`src/sv/assert_macros.svh`:
```
// ----------------------------------------------------------------------------
// Assertion macros
// Concurrent assertion helpers shared by the RTL; empty under synthesis.
// ----------------------------------------------------------------------------
`ifndef ASSERT_MACROS_SVH
`define ASSERT_MACROS_SVH

`ifndef SYNTHESIS
`define ASSERT_PROP(lbl, clk, rst_n, prop, msg) \
    lbl: assert property (@(posedge clk) disable iff (!rst_n) prop) else $error(msg);
`define ASSERT_NEVER(lbl, clk, rst_n, cond, msg) \
    lbl: assert property (@(posedge clk) disable iff (!rst_n) !(cond)) else $error(msg);
`else
`define ASSERT_PROP(lbl, clk, rst_n, prop, msg)
`define ASSERT_NEVER(lbl, clk, rst_n, cond, msg)
`endif

`endif

```
`src/sv/exl_pkg.sv`:
```
// ----------------------------------------------------------------------------
// exl_pkg
// Token codes, token record and queue constants for the expression lexer.
// ----------------------------------------------------------------------------
`timescale 1ns / 1ps
`default_nettype none

package exl_pkg;

    localparam logic [4:0] K_EOF     = 5'd0;
    localparam logic [4:0] K_PLUS    = 5'd1;
    localparam logic [4:0] K_MINUS   = 5'd2;
    localparam logic [4:0] K_DIV     = 5'd3;
    localparam logic [4:0] K_MUL     = 5'd4;
    localparam logic [4:0] K_NUMBER  = 5'd5;
    localparam logic [4:0] K_IDENT   = 5'd6;
    localparam logic [4:0] K_ASSIGN  = 5'd7;
    localparam logic [4:0] K_EQ      = 5'd8;
    localparam logic [4:0] K_LT      = 5'd9;
    localparam logic [4:0] K_LE      = 5'd10;
    localparam logic [4:0] K_GT      = 5'd11;
    localparam logic [4:0] K_GE      = 5'd12;
    localparam logic [4:0] K_IF      = 5'd13;
    localparam logic [4:0] K_FOR     = 5'd14;
    localparam logic [4:0] K_WHILE   = 5'd15;
    localparam logic [4:0] K_PRINT   = 5'd16;
    localparam logic [4:0] K_UNKNOWN = 5'd17;

    localparam int unsigned Q_DEPTH = 4;
    localparam int unsigned Q_AW    = 2;
    localparam int unsigned Q_LW    = 3;

    typedef struct packed {
        logic [4:0]  kind;
        logic [31:0] start;
        logic [7:0]  len;
        logic        last;
    } t_tok;

    typedef struct packed {
        logic [1:0] n;
        t_tok       t0;
        t_tok       t1;
    } t_push;

    typedef struct packed {
        logic            space2;
        logic [Q_LW-1:0] level;
    } t_q_stat;

endpackage

`default_nettype wire

```
`src/sv/exl_scan.sv`:
```
// ----------------------------------------------------------------------------
// exl_scan
// Scanner state machine: one character step per accepted item, up to two
// tokens pushed to the output queue.
// ----------------------------------------------------------------------------
`timescale 1ns / 1ps
`default_nettype none

module exl_scan
    import exl_pkg::*;
#(
    parameter int unsigned LEN_MAX = 255
) (
    input  wire        i_clk,
    input  wire        i_rst_n,
    input  wire        i_accept,
    input  wire [7:0]  i_ch,
    input  wire        i_eoi,
    output t_push      o_push
);

    localparam logic [7:0] LenCap = 8'((LEN_MAX < 255) ? LEN_MAX : 255);

    typedef enum logic [2:0] {
        M_START, M_NUMBER, M_ID, M_IDLONG, M_EQUAL, M_LESS, M_GREATER, M_COMMENT
    } t_mode;

    typedef struct packed {
        logic       emit;
        logic [4:0] kind;
        logic       beg;
        logic       kw0;
        t_mode      mode;
    } t_sp;

    t_mode       r_mode, n_mode;
    logic [31:0] r_pos, n_pos;
    logic [31:0] r_start, n_start;
    logic [7:0]  r_len, n_len;
    logic [7:0]  r_kw [5];
    logic        kw_we;
    logic [2:0]  kw_idx;
    logic        do_start;
    logic        pre_emit;
    t_tok        pre_tok;
    t_sp         sp;
    t_push       push;
    logic [4:0]  one_kind;

    function automatic logic f_digit(input logic [7:0] c);
        f_digit = (c >= 8'h30) && (c <= 8'h39);
    endfunction

    function automatic logic f_alpha(input logic [7:0] c);
        f_alpha = ((c >= 8'h61) && (c <= 8'h7A)) || ((c >= 8'h41) && (c <= 8'h5A))
                  || (c == 8'h5F);
    endfunction

    function automatic logic f_space(input logic [7:0] c);
        f_space = (c == 8'h20) || ((c >= 8'h09) && (c <= 8'h0D));
    endfunction

    function automatic logic [7:0] f_sat_inc(input logic [7:0] len);
        f_sat_inc = (len < LenCap) ? len + 8'd1 : LenCap;
    endfunction

    function automatic t_sp f_start(input logic [7:0] c, input logic eoi);
        t_sp s;
        s = '{emit: 1'b0, kind: K_UNKNOWN, beg: 1'b0, kw0: 1'b0, mode: M_START};
        priority if (eoi) begin
            s.emit = 1'b1; s.kind = K_EOF;
        end else if (f_digit(c)) begin
            s.beg = 1'b1; s.mode = M_NUMBER;
        end else if (f_alpha(c)) begin
            s.beg = 1'b1; s.kw0 = 1'b1; s.mode = M_ID;
        end else if (c == 8'h3D) begin
            s.beg = 1'b1; s.mode = M_EQUAL;
        end else if (c == 8'h3C) begin
            s.beg = 1'b1; s.mode = M_LESS;
        end else if (c == 8'h3E) begin
            s.beg = 1'b1; s.mode = M_GREATER;
        end else if (f_space(c)) begin
            s.mode = M_START;
        end else if (c == 8'h23) begin
            s.mode = M_COMMENT;
        end else if (c == 8'h2B) begin
            s.emit = 1'b1; s.kind = K_PLUS;
        end else if (c == 8'h2D) begin
            s.emit = 1'b1; s.kind = K_MINUS;
        end else if (c == 8'h2F) begin
            s.emit = 1'b1; s.kind = K_DIV;
        end else if (c == 8'h2A) begin
            s.emit = 1'b1; s.kind = K_MUL;
        end else begin
            s.emit = 1'b1; s.kind = K_UNKNOWN;
        end
        f_start = s;
    endfunction

    function automatic logic [4:0] f_ident_kind(
        input logic [7:0] len, input logic [7:0] k0, input logic [7:0] k1,
        input logic [7:0] k2, input logic [7:0] k3, input logic [7:0] k4);
        priority if (len == 8'd2 && k0 == 8'h69 && k1 == 8'h66) begin
            f_ident_kind = K_IF;
        end else if (len == 8'd3 && k0 == 8'h66 && k1 == 8'h6F && k2 == 8'h72) begin
            f_ident_kind = K_FOR;
        end else if (len == 8'd5 && k0 == 8'h77 && k1 == 8'h68 && k2 == 8'h69
                     && k3 == 8'h6C && k4 == 8'h65) begin
            f_ident_kind = K_WHILE;
        end else if (len == 8'd5 && k0 == 8'h70 && k1 == 8'h72 && k2 == 8'h69
                     && k3 == 8'h6E && k4 == 8'h74) begin
            f_ident_kind = K_PRINT;
        end else begin
            f_ident_kind = K_IDENT;
        end
    endfunction

    always_comb begin
        n_mode   = r_mode;
        n_start  = r_start;
        n_len    = r_len;
        n_pos    = i_eoi ? r_pos : r_pos + 32'd1;
        kw_we    = 1'b0;
        kw_idx   = 3'd0;
        do_start = 1'b0;
        pre_emit = 1'b0;
        pre_tok  = '{kind: K_EOF, start: r_start, len: r_len, last: 1'b0};
        one_kind = K_ASSIGN;
        if (r_mode == M_LESS) begin
            one_kind = K_LT;
        end else if (r_mode == M_GREATER) begin
            one_kind = K_GT;
        end

        unique case (r_mode)
            M_START: begin
                do_start = 1'b1;
            end
            M_NUMBER: begin
                if (!i_eoi && f_digit(i_ch)) begin
                    n_len = f_sat_inc(r_len);
                end else begin
                    pre_emit     = 1'b1;
                    pre_tok.kind = K_NUMBER;
                    do_start     = 1'b1;
                end
            end
            M_ID, M_IDLONG: begin
                if (!i_eoi && (f_alpha(i_ch) || f_digit(i_ch))) begin
                    if (r_mode == M_ID && r_len < 8'd5) begin
                        kw_we  = 1'b1;
                        kw_idx = r_len[2:0];
                        n_len  = r_len + 8'd1;
                    end else begin
                        n_mode = M_IDLONG;
                        n_len  = f_sat_inc(r_len);
                    end
                end else begin
                    pre_emit     = 1'b1;
                    pre_tok.kind = (r_mode == M_ID)
                        ? f_ident_kind(r_len, r_kw[0], r_kw[1], r_kw[2], r_kw[3], r_kw[4])
                        : K_IDENT;
                    do_start     = 1'b1;
                end
            end
            M_EQUAL, M_LESS, M_GREATER: begin
                pre_emit = 1'b1;
                if (!i_eoi && i_ch == 8'h3D) begin
                    pre_tok.kind = one_kind + 5'd1;
                    pre_tok.len  = 8'd2;
                    n_mode       = M_START;
                end else begin
                    pre_tok.kind = one_kind;
                    pre_tok.len  = 8'd1;
                    do_start     = 1'b1;
                end
            end
            M_COMMENT: begin
                if (i_eoi) begin
                    pre_emit      = 1'b1;
                    pre_tok.kind  = K_EOF;
                    pre_tok.start = r_pos;
                    pre_tok.len   = 8'd0;
                    n_mode        = M_START;
                end else if (i_ch == 8'h23) begin
                    n_mode = M_START;
                end
            end
            default: begin
                n_mode = M_START;
            end
        endcase

        sp = f_start(i_ch, i_eoi);
        push.n  = {1'b0, pre_emit};
        push.t0 = pre_tok;
        push.t1 = '{kind: sp.kind, start: r_pos, len: (sp.kind == K_EOF) ? 8'd0 : 8'd1,
                    last: 1'b0};
        if (do_start) begin
            n_mode = sp.mode;
            if (sp.beg) begin
                n_start = r_pos;
                n_len   = 8'd1;
            end
            if (sp.kw0) begin
                kw_we  = 1'b1;
                kw_idx = 3'd0;
            end
            if (sp.emit) begin
                if (pre_emit) begin
                    push.n = 2'd2;
                end else begin
                    push.n  = 2'd1;
                    push.t0 = push.t1;
                end
            end
        end
        push.t0.last = (push.n == 2'd1);
        push.t1.last = 1'b1;
        if (!i_accept) begin
            push.n = 2'd0;
        end
    end

    assign o_push = push;

    always_ff @(posedge i_clk) begin
        if (!i_rst_n) begin
            r_mode  <= M_START;
            r_pos   <= '0;
            r_start <= '0;
            r_len   <= '0;
        end else if (i_accept) begin
            r_mode  <= n_mode;
            r_pos   <= n_pos;
            r_start <= n_start;
            r_len   <= n_len;
        end
    end

    always_ff @(posedge i_clk) begin
        if (i_accept && kw_we) begin
            r_kw[kw_idx] <= i_ch;
        end
    end

endmodule

`default_nettype wire

```
`src/sv/exl_outq.sv`:
```
// ----------------------------------------------------------------------------
// exl_outq
// Four-entry token queue: takes up to two tokens per cycle, sends one per pop.
// ----------------------------------------------------------------------------
`timescale 1ns / 1ps
`default_nettype none

module exl_outq
    import exl_pkg::*;
(
    input  wire     i_clk,
    input  wire     i_rst_n,
    input  t_push   i_push,
    input  wire     i_pop,
    output t_tok    o_head,
    output logic    o_valid,
    output t_q_stat o_stat
);

    t_tok            r_mem [Q_DEPTH];
    logic [Q_AW-1:0] r_wp, r_rp;
    logic [Q_LW-1:0] r_level;
    logic            pop;
    logic [Q_AW-1:0] wp1;

    assign o_valid = (r_level != '0);
    assign pop     = i_pop && o_valid;
    assign o_head  = r_mem[r_rp];
    assign wp1     = r_wp + Q_AW'(1);
    assign o_stat.level  = r_level;
    assign o_stat.space2 = (r_level <= Q_LW'(Q_DEPTH - 2));

    always_ff @(posedge i_clk) begin
        if (!i_rst_n) begin
            r_wp    <= '0;
            r_rp    <= '0;
            r_level <= '0;
        end else begin
            r_wp    <= r_wp + i_push.n;
            r_rp    <= r_rp + Q_AW'(pop);
            r_level <= r_level + Q_LW'(i_push.n) - Q_LW'(pop);
        end
    end

    always_ff @(posedge i_clk) begin
        if (i_push.n != 2'd0) begin
            r_mem[r_wp] <= i_push.t0;
        end
        if (i_push.n == 2'd2) begin
            r_mem[wp1] <= i_push.t1;
        end
    end

endmodule

`default_nettype wire

```
`src/sv/expression_lexer_fsm_top.sv`:
```
// ----------------------------------------------------------------------------
// expression_lexer_fsm_top
// Character-stream lexer: one byte per item in, tokens out.
// ----------------------------------------------------------------------------
// It takes one character per cycle while at least two queue entries are free
// and updates the scanner state in the cycle an item is accepted, when its
// tokens also enter the output queue. An item yields zero, one or two tokens
// (two when a lookahead character both ends a token and forms one itself);
// tokens go through a four-entry queue that drains one per cycle while the
// sink is ready, so with a ready sink a stream that averages at most one
// token per character runs at one item per cycle.
`timescale 1ns / 1ps
`default_nettype none
`include "assert_macros.svh"

module expression_lexer_fsm_top
    import exl_pkg::*;
#(
    parameter int unsigned LEN_MAX = 255
) (
    input  wire         i_clk,
    input  wire         i_rst_n,
    input  wire         i_s_axis_tvalid,
    output logic        o_s_axis_tready,
    input  wire  [7:0]  i_s_axis_tdata,   // [7:0] ch
    input  wire         i_s_axis_tuser,   // [0] end_of_input
    output logic        o_m_axis_tvalid,
    input  wire         i_m_axis_tready,
    output logic [39:0] o_m_axis_tdata,   // [31:0] token_start, [39:32] token_length
    output logic [4:0]  o_m_axis_tuser,   // [4:0] token_kind
    output logic        o_m_axis_tlast
);

    t_push   push;
    t_tok    head;
    t_q_stat stat;
    logic    s_acc;

    assign o_s_axis_tready = stat.space2;
    assign s_acc           = i_s_axis_tvalid && o_s_axis_tready;

    exl_scan #(
        .LEN_MAX (LEN_MAX)
    ) u_scan (
        .i_clk    (i_clk),
        .i_rst_n  (i_rst_n),
        .i_accept (s_acc),
        .i_ch     (i_s_axis_tdata),
        .i_eoi    (i_s_axis_tuser),
        .o_push   (push)
    );

    exl_outq u_outq (
        .i_clk   (i_clk),
        .i_rst_n (i_rst_n),
        .i_push  (push),
        .i_pop   (i_m_axis_tready),
        .o_head  (head),
        .o_valid (o_m_axis_tvalid),
        .o_stat  (stat)
    );

    assign o_m_axis_tdata = {head.len, head.start};
    assign o_m_axis_tuser = head.kind;
    assign o_m_axis_tlast = head.last;

    `ASSERT_NEVER(a_q_over, i_clk, i_rst_n, stat.level > Q_LW'(Q_DEPTH), "queue overflow")
    `ASSERT_PROP(a_push_acc, i_clk, i_rst_n, (push.n != 2'd0) |-> s_acc, "push without item")
    `ASSERT_PROP(a_push_out, i_clk, i_rst_n, (push.n != 2'd0) |=> o_m_axis_tvalid, "token lost")
    `ASSERT_NEVER(a_kind, i_clk, i_rst_n, o_m_axis_tvalid && (head.kind > K_UNKNOWN), "bad kind")

endmodule

`default_nettype wire

```
`config.mk`:
```
export PLATFORM = sky130hd
export DESIGN_NAME = expression_lexer_fsm_top
export DESIGN_NICKNAME = d
export VERILOG_FILES = /design/src/sv/exl_pkg.sv /design/src/sv/exl_scan.sv /design/src/sv/exl_outq.sv /design/src/sv/expression_lexer_fsm_top.sv
export VERILOG_INCLUDE_DIRS = /design/src /design/src/sv
export SDC_FILE = /design/constraint.sdc
export NUM_CORES = 1
export LEC_CHECK = 0
export ABC_CLOCK_PERIOD_IN_PS = 7010
export BUFFER_PORTS_ARGS = -buffer_cell sky130_fd_sc_hd__buf_2
export CORE_MARGIN = 2
export CORE_UTILIZATION = 30
export CTS_CLUSTER_DIAMETER = 80
export CTS_CLUSTER_SIZE = 30
export DETAILED_ROUTE_END_ITERATION = 8
export PLACE_DENSITY = 0.5
export SLEW_MARGIN = 10
export SYNTH_ARGS = -nofsm -noshare
export SYNTH_HDL_FRONTEND = slang
export SYNTH_SLANG_ARGS = --single-unit
```
`constraint.sdc`:
```
create_clock -name i_clk -period 7.01 [get_ports i_clk]
set_input_delay 0.701 -clock i_clk [delete_from_list [all_inputs] [get_ports i_clk]]
set_output_delay 0.701 -clock i_clk [all_outputs]
set_load 0.01 [all_outputs]
```
### Word-level counts from Yosys, hierarchy flattened

Memory sizes are Yosys's and may differ from the RTL's. A register that Yosys moved wholly into a read port is not among the register bits.
Cells that the tools add are included.

* bits in registers: 82
* latch bits: 0
* RAM bits: 224
* memory bits (read-only): 0
* word-level logic and storage cells: 195
* memories kept: 2

* $add $sub $neg: 8
* $mul: 0
* divide/modulo/power cells: 0
* $lt $le $gt $ge: 11
* eq/ne operators: 40
* shift-type cells: 0
* multiplexer cells: 85
* bitwise operators: 1
* reduce and logical (&&, ||, !) cells: 41

Memory list
* u_outq.r_mem: words 4, width 46, rd ports 1, clocked after memory_dff 1, wr ports 2, line exl_outq.sv:20 `t_tok r_mem [Q_DEPTH];`
* u_scan.r_kw: words 5, width 8, rd ports 5, clocked after memory_dff 0, wr ports 1, line exl_scan.sv:40 `logic [7:0] r_kw [5];`

Operators by type and width (count)
* $eq A8 B7 Y1 const B: 15
* $mux W48: 2
* $eq A8 B6 Y1 const B: 9
* $mux W6: 10
* $mux W3: 19
* $mux W5: 11
* $mux W8: 6
* $mux W46: 1
* $mux W40: 1
* $add A32 B1 Y32 const B: 1
* $mux W32: 1
* $pmux W8 S2: 2
* $logic_and A1 B1 Y1: 26
* $mux W1: 23
* $pmux W5 S4: 1
* $eq A8 B2 Y1 const B: 2
* $ge A8 B7 Y1 const B: 2
* $le A8 B7 Y1 const B: 2
* $eq A3 B3 Y1 const B: 4
* $pmux W3 S3: 1
* $add A8 B1 Y8 const B: 1
* $eq A8 B3 Y1 const B: 1
* $ge A8 B4 Y1 const B: 1
* $ge A8 B6 Y1 const B: 1
* other kinds (34): 43

### Longest topological paths before layout

Gate-level depths: netlist of run 1.

* word-level depth: 22
* gate-level depth with buffers: 17

### Hierarchy

From an unflattened synthesis of run 1, not the netlist that was laid out.

* cell total of the unflattened synthesis: 1149
* area total of the unflattened synthesis: 15459.8 um2

By module, submodules not included
* exl_outq: times used 1, cells each 489, area an instance 9302.7 um2, sequential area each 5665.4 um2
* exl_scan: times used 1, cells each 659, area an instance 6150.9 um2, sequential area each 2702.6 um2
* expression_lexer_fsm_top: times used 1, cells each 1, area an instance 6.3 um2, sequential area each 0.0 um2

### Worst setup path after synthesis of run 1

No wires, ideal clock.

* kind: input to register
* start point: in i_s_axis_tdata[1]
* end point: mem u_outq.r_mem[0][10] (netlist bit) (enable)
* library setup time: 0.395 ns
* arrival time: 3.994 ns
* data required time: 6.615 ns
* slack: 2.621 ns
* stages on the path: 11
* cells stage by stage: clkbuf_1 -> clkbuf_1 -> o32a_1 -> o41ai_2 -> nand2_1 -> ha_1 -> nand2b_1 -> or4_1 -> clkbuf_1 -> clkbuf_1 -> nand2_1

RTL lines
* start: declaration: line expression_lexer_fsm_top.sv:25 `input wire [7:0] i_s_axis_tdata,`
* end: declaration: line exl_outq.sv:20

==> summary.md, run 1 <==
| Metric | Value |
|---|---|
| Hold-fix buffers at CTS | `0` |
| Yosys reg bits | `between 300 and 400` |
| Multi-input logic area | `5980 sq um` |
| Hold WC Path Type | `reg -> reg` |
| Final cell count without fillers | `between 1500 and 2000` |
| Routability cong. | `approximately 0.82` |
| Routed wire length | `approximately 38000 um` |
| RR Endpoint | `u_outq.r_mem[2][31]` |
| Overall power | `0.00451 W` |
| Skew final | `~0.023 ns` |
| Largest net degree at the start of global routing | `just over 80` |
| Fillers | `between 4000 and 5000` |
| Maximum clock rate | `roughly 190 MHz` |
| Die Y | `around 220 um` |
| Register area | `about 8000 sq um` |
| Cts repair resizes | `0` |
| Layout cell share with drive strength beyond 1 | `~17%` |
| P_leak | `roughly 5.1 nW` |
| Worst rel slew slack | `22.8%` |
| Clk_lat worst skew | `approximately 0.54 ns` |
| Clock sinks | `306` |
| Grt total ovfl | `0` |
| Final setup vio count | `0` |
| Crit share post-route | `between 70 and 80%` |
| Worst r2r path cells | `11` |
| Synth Flop Type | `edfxtp_1` |
| Clock buffer depth | `3` |
| Outcome | `complete, no violations` |
| Residual DRC count | `0` |
| Num CTS Buffers | `19` |
| Die width | `~220 um` |
| Post-DP HPWL | `about 23000 um` |
| Die Area | `approximately 50000 sq um` |
| Initial antenna violation count | `1` |
| Placed cell count | `between 1500 and 2000` |
| Final min period | `~5.4 ns` |
| Maximum VDD drop | `roughly 0.00019 V` |
| FF-to-FF Start | `u_scan.r_mode[1]` |
| Root buffer cell | `clkbuf_16` |
| Synthesis-to-layout area growth | `9.42%` |
| Worst-margin pin slew | `around 1.2 ns` |
| Syn Nets | `~1200` |
| Yosys Warn Count | `0` |
| Hold Vio Cnt, Final | `0` |
| Final ANT Viol Nets | `0` |
| Inserted Diodes | `0` |
| Cell Rows | `80` |
| Mapped Cells | `around 1200` |
| Vias in the first global route | `between 9000 and 10000` |
| Via-to-Cell Ratio | `5.33` |
| Max-cap violations | `0` |
| HP Start | `u_outq.r_mem[3][6]` |
| Netlist cell types | `86` |
| Starting Density | `a little under a third` |
| Ports | `61` |
| Worst path required time | `7.30 ns` |
| Unrepaired setup endpoints after global routing | `false` |
| CP Max Fanout | `24` |
| Setup crit end kind | `flip-flop` |
| # Post-CTS Setup Buffers | `0` |
| TritonCTS clock tree | `done` |
| First-pass GRT wire length | `slightly below 60000 um` |
| CP Class | `in -> reg` |
| Worst Path Arrival | `between 5 and 6 ns` |
| Via count | `just under 10000` |
| Synthesized area | `14600 sq um` |
| H-tree levels | `1` |
| CP Launch Type | `input port` |
| Post-synthesis sequential area ratio | `between 50% and 60%` |
| First-pass detailed-route iteration total | `5` |
| Drt initial violations | `681` |
| Setup TNS | `0 ns` |
| CTS clk-pin slew, worst paths | `0.10 ns` |
| Total track usage | `~15%` |
| Hold path depth | `1` |
| End point of the worst hold path | `u_outq.r_mem[3][6]` |
| Core ar. | `~48000 sq um` |
| Avg Inst Size Synth | `about 12 sq um` |
| Util after Layout | `approximately a third` |
| Reg-to-reg slack, setup | `between 1.5 and 2 ns` |
| Post-synth EDFFs | `between 150 and 200` |
| Power per cell area | `283 nW/um^2` |
| Wire per inst | `about 21 um` |
| Layout net count | `approximately 1200` |
| Slew Viols, Final | `0` |
| IO buf count | `60` |
| FFs w/ async S/R, synth | `0%` |
-- how the worst max path moves through the flow --
stage                 startpoint                  end  slack (ns)
3_3_place_gp   i_s_axis_tdata[1]  u_outq.r_mem[2][27]        1.29
2_1_floorplan  i_s_axis_tdata[1]  u_outq.r_mem[0][10]        2.62
6_report       i_s_axis_tdata[1]  u_outq.r_mem[2][31]        1.61
5_1_grt        i_s_axis_tdata[1]  u_outq.r_mem[2][36]        1.30
4_1_cts        i_s_axis_tdata[1]  u_outq.r_mem[2][36]        1.71
3_5_place_dp   i_s_axis_tdata[1]  u_outq.r_mem[2][27]        1.14
-- stage by stage --
step | instance area [sq um] | setup slack, ns | hold slack (ns)
finish | 15900 | 1.61 | 0.466
detailed placement | 15300 | 1.14 | 0.447
CTS | 15900 | 1.71 | 0.473
global placement | 15300 | 1.29 | 0.440
global route | 15900 | 1.30 | 0.483
floorplan | 14600 | 2.62 | 0.427
-- registers in the layout, summed over array words and instances, names as in the netlist --
signal and count:
u_outq.r_mem 184, u_scan.r_kw 40, u_outq.r_level 3, u_scan.r_start 32
u_scan.r_mode 3, u_outq.r_wp 2, u_outq.r_rp 2, u_scan.r_len 8
u_scan.r_pos 32
-- layer usage --
layer,global-route usage [%],vias to the layer above,wire length [um]
met5,0,-,16
met4,3.10,2,627
met3,2.14,36,1940
met2,24.9,252,18100
met1,20.6,4820,17400
li1,-,4606,-
-- synth_stat cells, drive strengths merged (3+ instances only) --
cell	count	area, sq um
edfxtp	188	5650
a22o	130	1140
nand2	120	450
dfxtp	118	2360
clkbuf	73	274
buf	46	239
mux4	46	1040
and2	39	246
a21boi	38	285
o21ai	38	205
nor2	37	149
nand3	34	170
xnor2	25	219
o2bb2ai	23	201
o22ai	22	138
inv	19	71.3
nor3	19	95.1
nand4	15	93.8
nor4	14	103
a21oi	13	76.3
ha	11	138
nand2b	11	68.8
or3	11	68.8
nor2b	10	62.6
xor2	9	78.8
a31oi	8	50.1
mux2i	8	113
or2	8	50.1
and3	7	43.8
and4	5	43.8
o211ai	4	35.0
or4	4	33.8
a211oi	3	32.5
a311oi	3	26.3
and4b	3	30.0
o221a	3	33.8
o22a	3	26.3
-- layout make-up --
class,count,share of cell area [%]
clock inverter,13,1.02
multi-input combinational,768,37.5
sequential,306,50.3
tap,615,4.83
clock buffer,21,3.09
timing repair buffer,80,2.83
inverter,19,0.447
-- where the power goes --
part	total (W)	internal [W]	leakage, nW	switching, W
Clock	0.00126	0.000583	0.321	0.000676
Combinational	0.00105	0.000410	2.17	0.000638
Sequential	0.00221	0.00208	2.66	0.000126
Total	0.00451	0.00307	5.15	0.00144
-- placed cells by master, fill, tap and decap left out, types with 5 or more instances in the layout --
master and n:
nor2_1 33, dfxtp_1 116, inv_1 16, mux4_2 46
clkbuf_16 19, buf_4 20, o21ai_0 31, a21oi_1 12
o2bb2ai_1 23, a21boi_1 30, or3_1 11, nor4_1 13
nand4_1 15, nand2_1 118, a21boi_0 8, ha_1 11
buf_2 60, a22o_1 130, nor2b_1 10, nand2b_1 11
edfxtp_1 188, xor2_1 9, nor3_1 19, nand3_1 34
and4_1 5, and3_1 7, xnor2_1 25, o22ai_1 22
or2_2 8, and2_1 38, a31oi_1 8
-- kinds of logic after synthesis --
logic type	share of synthesized area [%]
and+or+nand+nor	12.7
AOI/OAI and AO/OA	17.1
DFF	55.0
buffers and inverters	4.01
muxes	8.04
xor gates and xnor gates	2.04
adders and majority gates	1.08
-- worst max-delay path, stage by stage --
cell and delay (ns):
buf_2 0.33, o21ai_1 0.17, a2bb2oi_1 0.16, o32a_1 0.18, o41ai_2 0.68, nand2_1 0.13, ha_1 0.39, nor2_1 0.27
nor3_1 0.12, mux2i_2 0.73, and2_4 0.36, clkinv_1 0.86, buf_4 0.56
No activity file was read; power rests on OpenSTA's default activity.
==> run 2: changes to the inputs <==
--- a/config.mk
+++ b/config.mk
@@ -6,7 +6,7 @@
 export SDC_FILE = /design/constraint.sdc
 export NUM_CORES = 1
 export LEC_CHECK = 0
-export ABC_CLOCK_PERIOD_IN_PS = 7010
+export ABC_CLOCK_PERIOD_IN_PS = 5300
 export BUFFER_PORTS_ARGS = -buffer_cell sky130_fd_sc_hd__buf_2
 export CORE_MARGIN = 2
 export CORE_UTILIZATION = 30
==> constraint.sdc (replaced) <==
create_clock -name i_clk -period 5.3 [get_ports i_clk]
set_input_delay 0.53 -clock i_clk [delete_from_list [all_inputs] [get_ports i_clk]]
set_output_delay 0.53 -clock i_clk [all_outputs]
set_load 0.01 [all_outputs]
==> summary.md, run 2 (same netlist as run 1, synthesis figures left out) <==
| Metric | Value |
|---|---|
| Outcome | `complete, no violations (unchanged)` |
| Post-DP HPWL | `23400 um (about the same)` |
| Residual DRC count | `0 (unchanged)` |
| Setup crit end kind | `flip-flop (unchanged)` |
| Worst hold slack | `0.368 ns (was 0.466 ns)` |
| Initial antenna violation count | `0 (was 1)` |
| Util after Layout | `33.5% (was 33.3%)` |
| Crit. Startpoint | `i_s_axis_tdata[4] (was i_s_axis_tdata[1])` |
| Via count | `9739 (was 9716)` |
| Worst setup path end | `u_outq.r_mem[3][11] (was u_outq.r_mem[2][31])` |
| CP delay by family, top | `simple AND/OR/NAND/NOR gates (was buffers and inverters)` |
| Drt initial violations | `763 (was 681)` |
| Layout cell share with drive strength beyond 1 | `17.4% (was 16.7%)` |
| CP Class | `in -> reg (unchanged)` |
| Worst path required time | `5.54 ns (was 7.30 ns)` |
| CP Max Fanout | `20 (was 24)` |
| Layout net count | `1228 (was 1219)` |
| Setup TNS | `0 ns (unchanged)` |
| TritonCTS clock tree | `done (unchanged)` |
| Hold-fix buffers at CTS | `0 (unchanged)` |
| Commonest non-fill, non-tap cell in the layout | `edfxtp_1 (unchanged)` |
| First-pass GRT wire length | `57900 um (was 58500 um)` |
| Power per cell area | `373 nW/um^2 (was 283 nW/um^2)` |
| Biggest regs | `u_outq.r_mem (184), u_scan.r_kw (40) (unchanged)` |
| Reg-to-reg slack, setup | `1.52 ns (was 1.94 ns)` |
| CP Launch Type | `input port (unchanged)` |
| Slowest stage delay, CP | `0.57 ns (was 0.86 ns)` |
| Largest register by flop count | `u_outq.r_mem (unchanged)` |
| Via-to-Cell Ratio | `5.32 (was 5.33)` |
| Die Area | `50300 sq um (unchanged)` |
| Final ANT Viol Nets | `0 (unchanged)` |
| Total track usage | `14.7% (was 14.9%)` |
| Worst Path Arrival | `4.18 ns (was 5.69 ns)` |
| IO buf count | `60 (unchanged)` |
| Cell Rows | `80 (unchanged)` |
| Ports | `61 (unchanged)` |
| Inserted Diodes | `0 (unchanged)` |
| Crit share post-route | `around three quarters` |
| WP depth | `12 (was 13)` |
| Root buffer cell | `clkbuf_16 (unchanged)` |
| Skew final | `0.0352 ns (was 0.0228 ns)` |
| Critical path buffers and inverters | `3 (unchanged)` |
| Cell chain of the critical path | `buf_2 -> or4_4 -> a21oi_4 -> a2bb2oi_2 -> o41ai_2 -> nand2_1 -> ha_1 -> o211ai_2 -> or3_1 -> and2_1 -> inv_2 -> buf_12 (was buf_2 -> o21ai_1 -> a2bb2oi_1 -> o32a_1 -> o41ai_2 -> nand2_1 -> ha_1 -> nor2_1 -> nor3_1 -> mux2i_2 -> and2_4 -> clkinv_1 -> buf_4)` |
| First-pass detailed-route iteration total | `5 (unchanged)` |
| Starting Density | `30.4% (unchanged)` |
| Unrepaired setup endpoints after global routing | `false (unchanged)` |
| Slowest stage cell, crit path | `or4_4 (was clkinv_1)` |
| # Post-CTS Setup Buffers | `0 (unchanged)` |
| Clk_lat worst skew | `0.55 ns (was 0.54 ns)` |
| Slew Viols, Final | `0 (unchanged)` |
| Worst r2r path cells | `11 (unchanged)` |
| Max-cap violations | `0 (unchanged)` |
| Wire per inst | `20.4 um (was 20.9 um)` |
| Hold Vio Cnt, Final | `0 (unchanged)` |
| P_leak | `5.20 nW (was 5.15 nW)` |
| Hold path depth | `1 (unchanged)` |
| Hold WC Path Type | `in -> reg (was reg -> reg)` |
| Cts repair resizes | `0 (unchanged)` |
| RR Endpoint | `u_outq.r_mem[0][10] (was u_outq.r_mem[2][31])` |
| CTS clk-pin slew, worst paths | `0.09 ns (was 0.10 ns)` |
| Final min period | `between 3 and 4 ns` |
| Core ar. | `47800 sq um (unchanged)` |
| Clock sinks | `306 (unchanged)` |
| Largest net degree at the start of global routing | `82 (unchanged)` |
| Die Y | `224 um (unchanged)` |
| Worst rel slew slack | `30.5% (was 22.8%)` |
| Grt total ovfl | `0 (unchanged)` |
| Synthesis-to-layout area growth | `10.2% (was 9.42%)` |
| Routability cong. | `0.835 (was 0.815)` |
| Num CTS Buffers | `19 (unchanged)` |
| Worst-margin pin slew | `1.04 ns (was 1.15 ns)` |
| Clock buffer depth | `3 (unchanged)` |
| H-tree levels | `1 (unchanged)` |
| Most frequent cells in the layout | `188 x edfxtp_1, 130 x a22o_1, 118 x nand2_1 (unchanged)` |
| Maximum VDD drop | `0.000242 V (was 0.000194 V)` |
| Die width | `224 um (unchanged)` |
| Routed wire length | `37400 um (was 38100 um)` |
| FF-to-FF Start | `u_scan.r_mode[0] (was u_scan.r_mode[1])` |
| Vias in the first global route | `9708 (was 9535)` |
| Final setup vio count | `0 (unchanged)` |
| Maximum clock rate | `between 200 and 300 MHz` |
| Max FFs per register | `184 (unchanged)` |
## run 2: cell count changes in the layout (fill, tap and decap cells not counted), sizes merged
| cell | before | now |
|---|---|---|
| buf | 80 | 89 |
| bufinv | 1 | 0 |
| clkbuf | 21 | 20 |
| clkinv | 7 | 3 |
| inv | 24 | 30 |
## run 2: area by class of cell
class | count | area (sq um)
fill | 4760 | 31800
sequential | 306 | 8010
tap | 615 | 769
timing repair buffer | 89 | 556
clock inverter | 14 | 179
inverter | 19 | 71.3
multi-input combinational | 768 | 5980
clock buffer | 20 | 479
## run 2: power breakdown
part / total, W / leakage [nW] / switching (W) / internal, W
sequential: 0.00291 / 2.66 / 0.000169 / 0.00275
clock: 0.00166 / 0.324 / 0.000924 / 0.000736
combinational: 0.00141 / 2.22 / 0.000839 / 0.000570
## run 2: routing by layer
| metal | up-vias | global-route usage (%) | routed length (um) |
|---|---|---|---|
| li1 | 4624 | - | - |
| met3 | 43 | 1.80 | 1410 |
| met1 | 4853 | 20.1 | 17400 |
| met4 | 0 | 3.59 | 719 |
| met2 | 219 | 24.8 | 17900 |
| met5 | - | 0 | 0 |
## run 2: worst min-delay path by stage
stage / from / endpoint
detailed placement: u_outq.r_mem[2][8] / u_outq.r_mem[2][8]
global route: i_s_axis_tdata[7] / u_scan.r_kw[3][7]
finish: i_s_axis_tdata[7] / u_scan.r_kw[3][7]
CTS: i_s_axis_tdata[7] / u_scan.r_kw[1][7]
floorplan: u_outq.r_mem[2][2] / u_outq.r_mem[2][2]
global placement: u_outq.r_mem[1][44] / u_outq.r_mem[1][44]
## run 2: per-stage QoR
step	cells	instance area (sq um)	setup WS, ns	power [W]
global route	1831	16000	1.04	0.00627
finish	1831	16000	1.35	0.00598
detailed placement	1797	15400	0.784	0.00441
global placement	1797	15400	0.856	0.00441
floorplan	1212	14600	1.08	0.00385
CTS	1831	16000	1.33	0.00607
==> run 3: changes to the inputs <==
--- a/config.mk
+++ b/config.mk
@@ -6,7 +6,7 @@
 export SDC_FILE = /design/constraint.sdc
 export NUM_CORES = 1
 export LEC_CHECK = 0
-export ABC_CLOCK_PERIOD_IN_PS = 5300
+export ABC_CLOCK_PERIOD_IN_PS = 3700
 export BUFFER_PORTS_ARGS = -buffer_cell sky130_fd_sc_hd__buf_2
 export CORE_MARGIN = 2
 export CORE_UTILIZATION = 30
==> constraint.sdc (replaced) <==
create_clock -name i_clk -period 3.7 [get_ports i_clk]
set_input_delay 0.37 -clock i_clk [delete_from_list [all_inputs] [get_ports i_clk]]
set_output_delay 0.37 -clock i_clk [all_outputs]
set_load 0.01 [all_outputs]
==> summary.md, run 3 (same netlist as run 1, synthesis figures left out) <==
| Metric | Value |
|---|---|
| Outcome | `complete, no violations (unchanged)` |
| Routability cong. | `0.844 (was 0.835)` |
| First-pass detailed-route iteration total | `5 (unchanged)` |
| CP Class | `reg -> reg (was in -> reg)` |
| Most frequent cells in the layout | `188 x edfxtp_1, 130 x a22o_1, 119 x nand2_1 (was 188 x edfxtp_1, 130 x a22o_1, 118 x nand2_1)` |
| Post-DP HPWL | `24900 um (was 23400 um)` |
| Max FFs per register | `184 (unchanged)` |
| Clk_lat worst skew | `0.55 ns (about the same)` |
| Reg-to-reg slack, setup | `0.60 ns (was 1.52 ns)` |
| Layout cell share with drive strength beyond 1 | `20.4% (was 17.4%)` |
| CP Launch Type | `flip-flop (was input port)` |
| Hold-fix buffers at CTS | `0 (unchanged)` |
| Maximum clock rate | `around 320 MHz` |
| Core ar. | `47800 sq um (unchanged)` |
| Worst setup path end | `u_outq.r_mem[1][41] (was u_outq.r_mem[3][11])` |
| Die width | `224 um (unchanged)` |
| Power per cell area | `529 nW/um^2 (was 373 nW/um^2)` |
| Ports | `61 (unchanged)` |
| RR Endpoint | `u_outq.r_mem[1][41] (was u_outq.r_mem[0][10])` |
| Design area | `16600 sq um (was 16000 sq um)` |
| Final ANT Viol Nets | `0 (unchanged)` |
| Cell Rows | `80 (unchanged)` |
| P_leak | `5.46 nW (was 5.20 nW)` |
| Commonest non-fill, non-tap cell in the layout | `edfxtp_1 (unchanged)` |
| Wire per inst | `20.3 um (was 20.4 um)` |
| Setup TNS | `0 ns (unchanged)` |
| Final min period | `3.10 ns` |
| Via-to-Cell Ratio | `5.29 (was 5.32)` |
| Worst-margin pin slew | `0.736 ns (was 1.04 ns)` |
| Num CTS Buffers | `19 (unchanged)` |
| Setup crit end kind | `flip-flop (unchanged)` |
| Maximum VDD drop | `0.000315 V (was 0.000242 V)` |
| First-pass GRT wire length | `58900 um (was 57900 um)` |
| Worst Path Arrival | `3.48 ns (was 4.18 ns)` |
| Inserted Diodes | `0 (unchanged)` |
| Initial antenna violation count | `0 (unchanged)` |
| Synthesis-to-layout area growth | `13.7% (was 10.2%)` |
| FF-to-FF Start | `u_scan.r_kw[2][1] (was u_scan.r_mode[0])` |
| H-tree levels | `1 (unchanged)` |
| Die Y | `224 um (unchanged)` |
| Area post-placement | `15900 sq um (was 15400 sq um)` |
| Hold Vio Cnt, Final | `0 (unchanged)` |
| Final worst slack | `0.604 ns (was 1.35 ns)` |
| Clock buffer depth | `3 (unchanged)` |
| Routed wire length | `38200 um (was 37400 um)` |
| Largest net degree at the start of global routing | `77 (was 82)` |
| TritonCTS clock tree | `done (unchanged)` |
| CTS clk-pin slew, worst paths | `0.09 ns (about the same)` |
| Drt initial violations | `703 (was 763)` |
| Largest register by flop count | `u_outq.r_mem (unchanged)` |
| Starting Density | `30.4% (unchanged)` |
| Slew Viols, Final | `0 (unchanged)` |
| Grt total ovfl | `0 (unchanged)` |
| Place WS | `0.103 ns (was 0.784 ns)` |
| Clock sinks | `306 (unchanged)` |
| CP Max Fanout | `4 (was 20)` |
| IO buf count | `60 (unchanged)` |
| Skew final | `0.0232 ns (was 0.0352 ns)` |
| Biggest regs | `u_outq.r_mem (184), u_scan.r_kw (40) (unchanged)` |
| Vias in the first global route | `9761 (was 9708)` |
| Fillers | `4734 (was 4760)` |
| Unrepaired setup endpoints after global routing | `false (unchanged)` |
| Root buffer cell | `clkbuf_16 (unchanged)` |
| Crit share post-route | `83.7%` |
| Crit. Startpoint | `u_scan.r_kw[2][1] (was i_s_axis_tdata[4])` |
| HP Start | `i_s_axis_tdata[3] (was i_s_axis_tdata[7])` |
| Worst rel slew slack | `50.4% (was 30.5%)` |
| Via count | `9925 (was 9739)` |
| Worst r2r path cells | `7 (was 11)` |
| Cts repair resizes | `0 (unchanged)` |
| Layout net count | `1273 (was 1228)` |
| # Post-CTS Setup Buffers | `0 (unchanged)` |
| Hold WC Path Type | `in -> reg (unchanged)` |
| Die Area | `50300 sq um (unchanged)` |
| Total track usage | `15.1% (was 14.7%)` |
| Residual DRC count | `0 (unchanged)` |
| Max-cap violations | `0 (unchanged)` |
| Worst path required time | `4.09 ns (was 5.54 ns)` |
| Final setup vio count | `0 (unchanged)` |
## run 3: cell types whose count changed in the layout (fill, tap and decap cells not counted), sizes merged
cell | before | now
buf | 89 | 134
clkinv | 3 | 1
clkbuf | 20 | 22
clkinvlp | 0 | 3
inv | 30 | 27
## run 3: stage by stage
stage	total power [W]	hold slack (ns)	utilization, %	std cells
after floorplan	0.00552	0.427	-	1212
after global placement	0.00649	0.439	33.2	1842
after detailed placement	0.00650	0.443	33.2	1842
after CTS	0.00887	0.129	34.6	1876
after global routing	0.00915	0.152	34.6	1876
final	0.00876	0.151	34.6	1876
## run 3: where the power goes
group | internal, W | leakage [nW] | switching, W
clock | 0.00108 | 0.317 | 0.00130
sequential | 0.00393 | 2.66 | 0.000169
combinational | 0.000947 | 2.48 | 0.00133
total | 0.00596 | 5.46 | 0.00280
## run 3: worst min path at each step
stage                                to  slack [ns]  cells past startpoint
floorplan            u_outq.r_mem[2][2]        0.43                      1
global placement    u_outq.r_mem[1][44]        0.44                      1
detailed placement   u_outq.r_mem[2][7]        0.44                      1
CTS                   u_scan.r_kw[4][3]        0.13                      1
global route          u_scan.r_kw[1][3]        0.15                      1
finish                u_scan.r_kw[4][3]        0.15                      1
## run 3: per-layer routing
metal	track usage [%]	vias up	wire length [um]
li1	-	4700	-
met3	1.82	51	1870
met4	4.08	0	782
met1	21.0	4898	17600
met5	0	-	0
met2	24.8	276	17900
## run 3: final cells by class
class | count | area, sq um | share of cell area, %
flip-flops and latches | 306 | 8010 | 48.4
clock buffers | 22 | 508 | 3.07
multi-input cells | 768 | 6000 | 36.2
well taps | 615 | 769 | 4.65
repair buffers | 134 | 1040 | 6.30
clock inverters | 12 | 151 | 0.914
inverters | 19 | 75.1 | 0.453
## run 3: worst max-delay path, stage by stage, from the launching register on
cell	delay, ns
edfxtp_1	0.40
or4b_2	0.68
nor4_1	0.36
nand4_1	0.16
o31a_1	0.33
nor3_1	0.54
nor3_1	0.26
o22ai_1	0.23
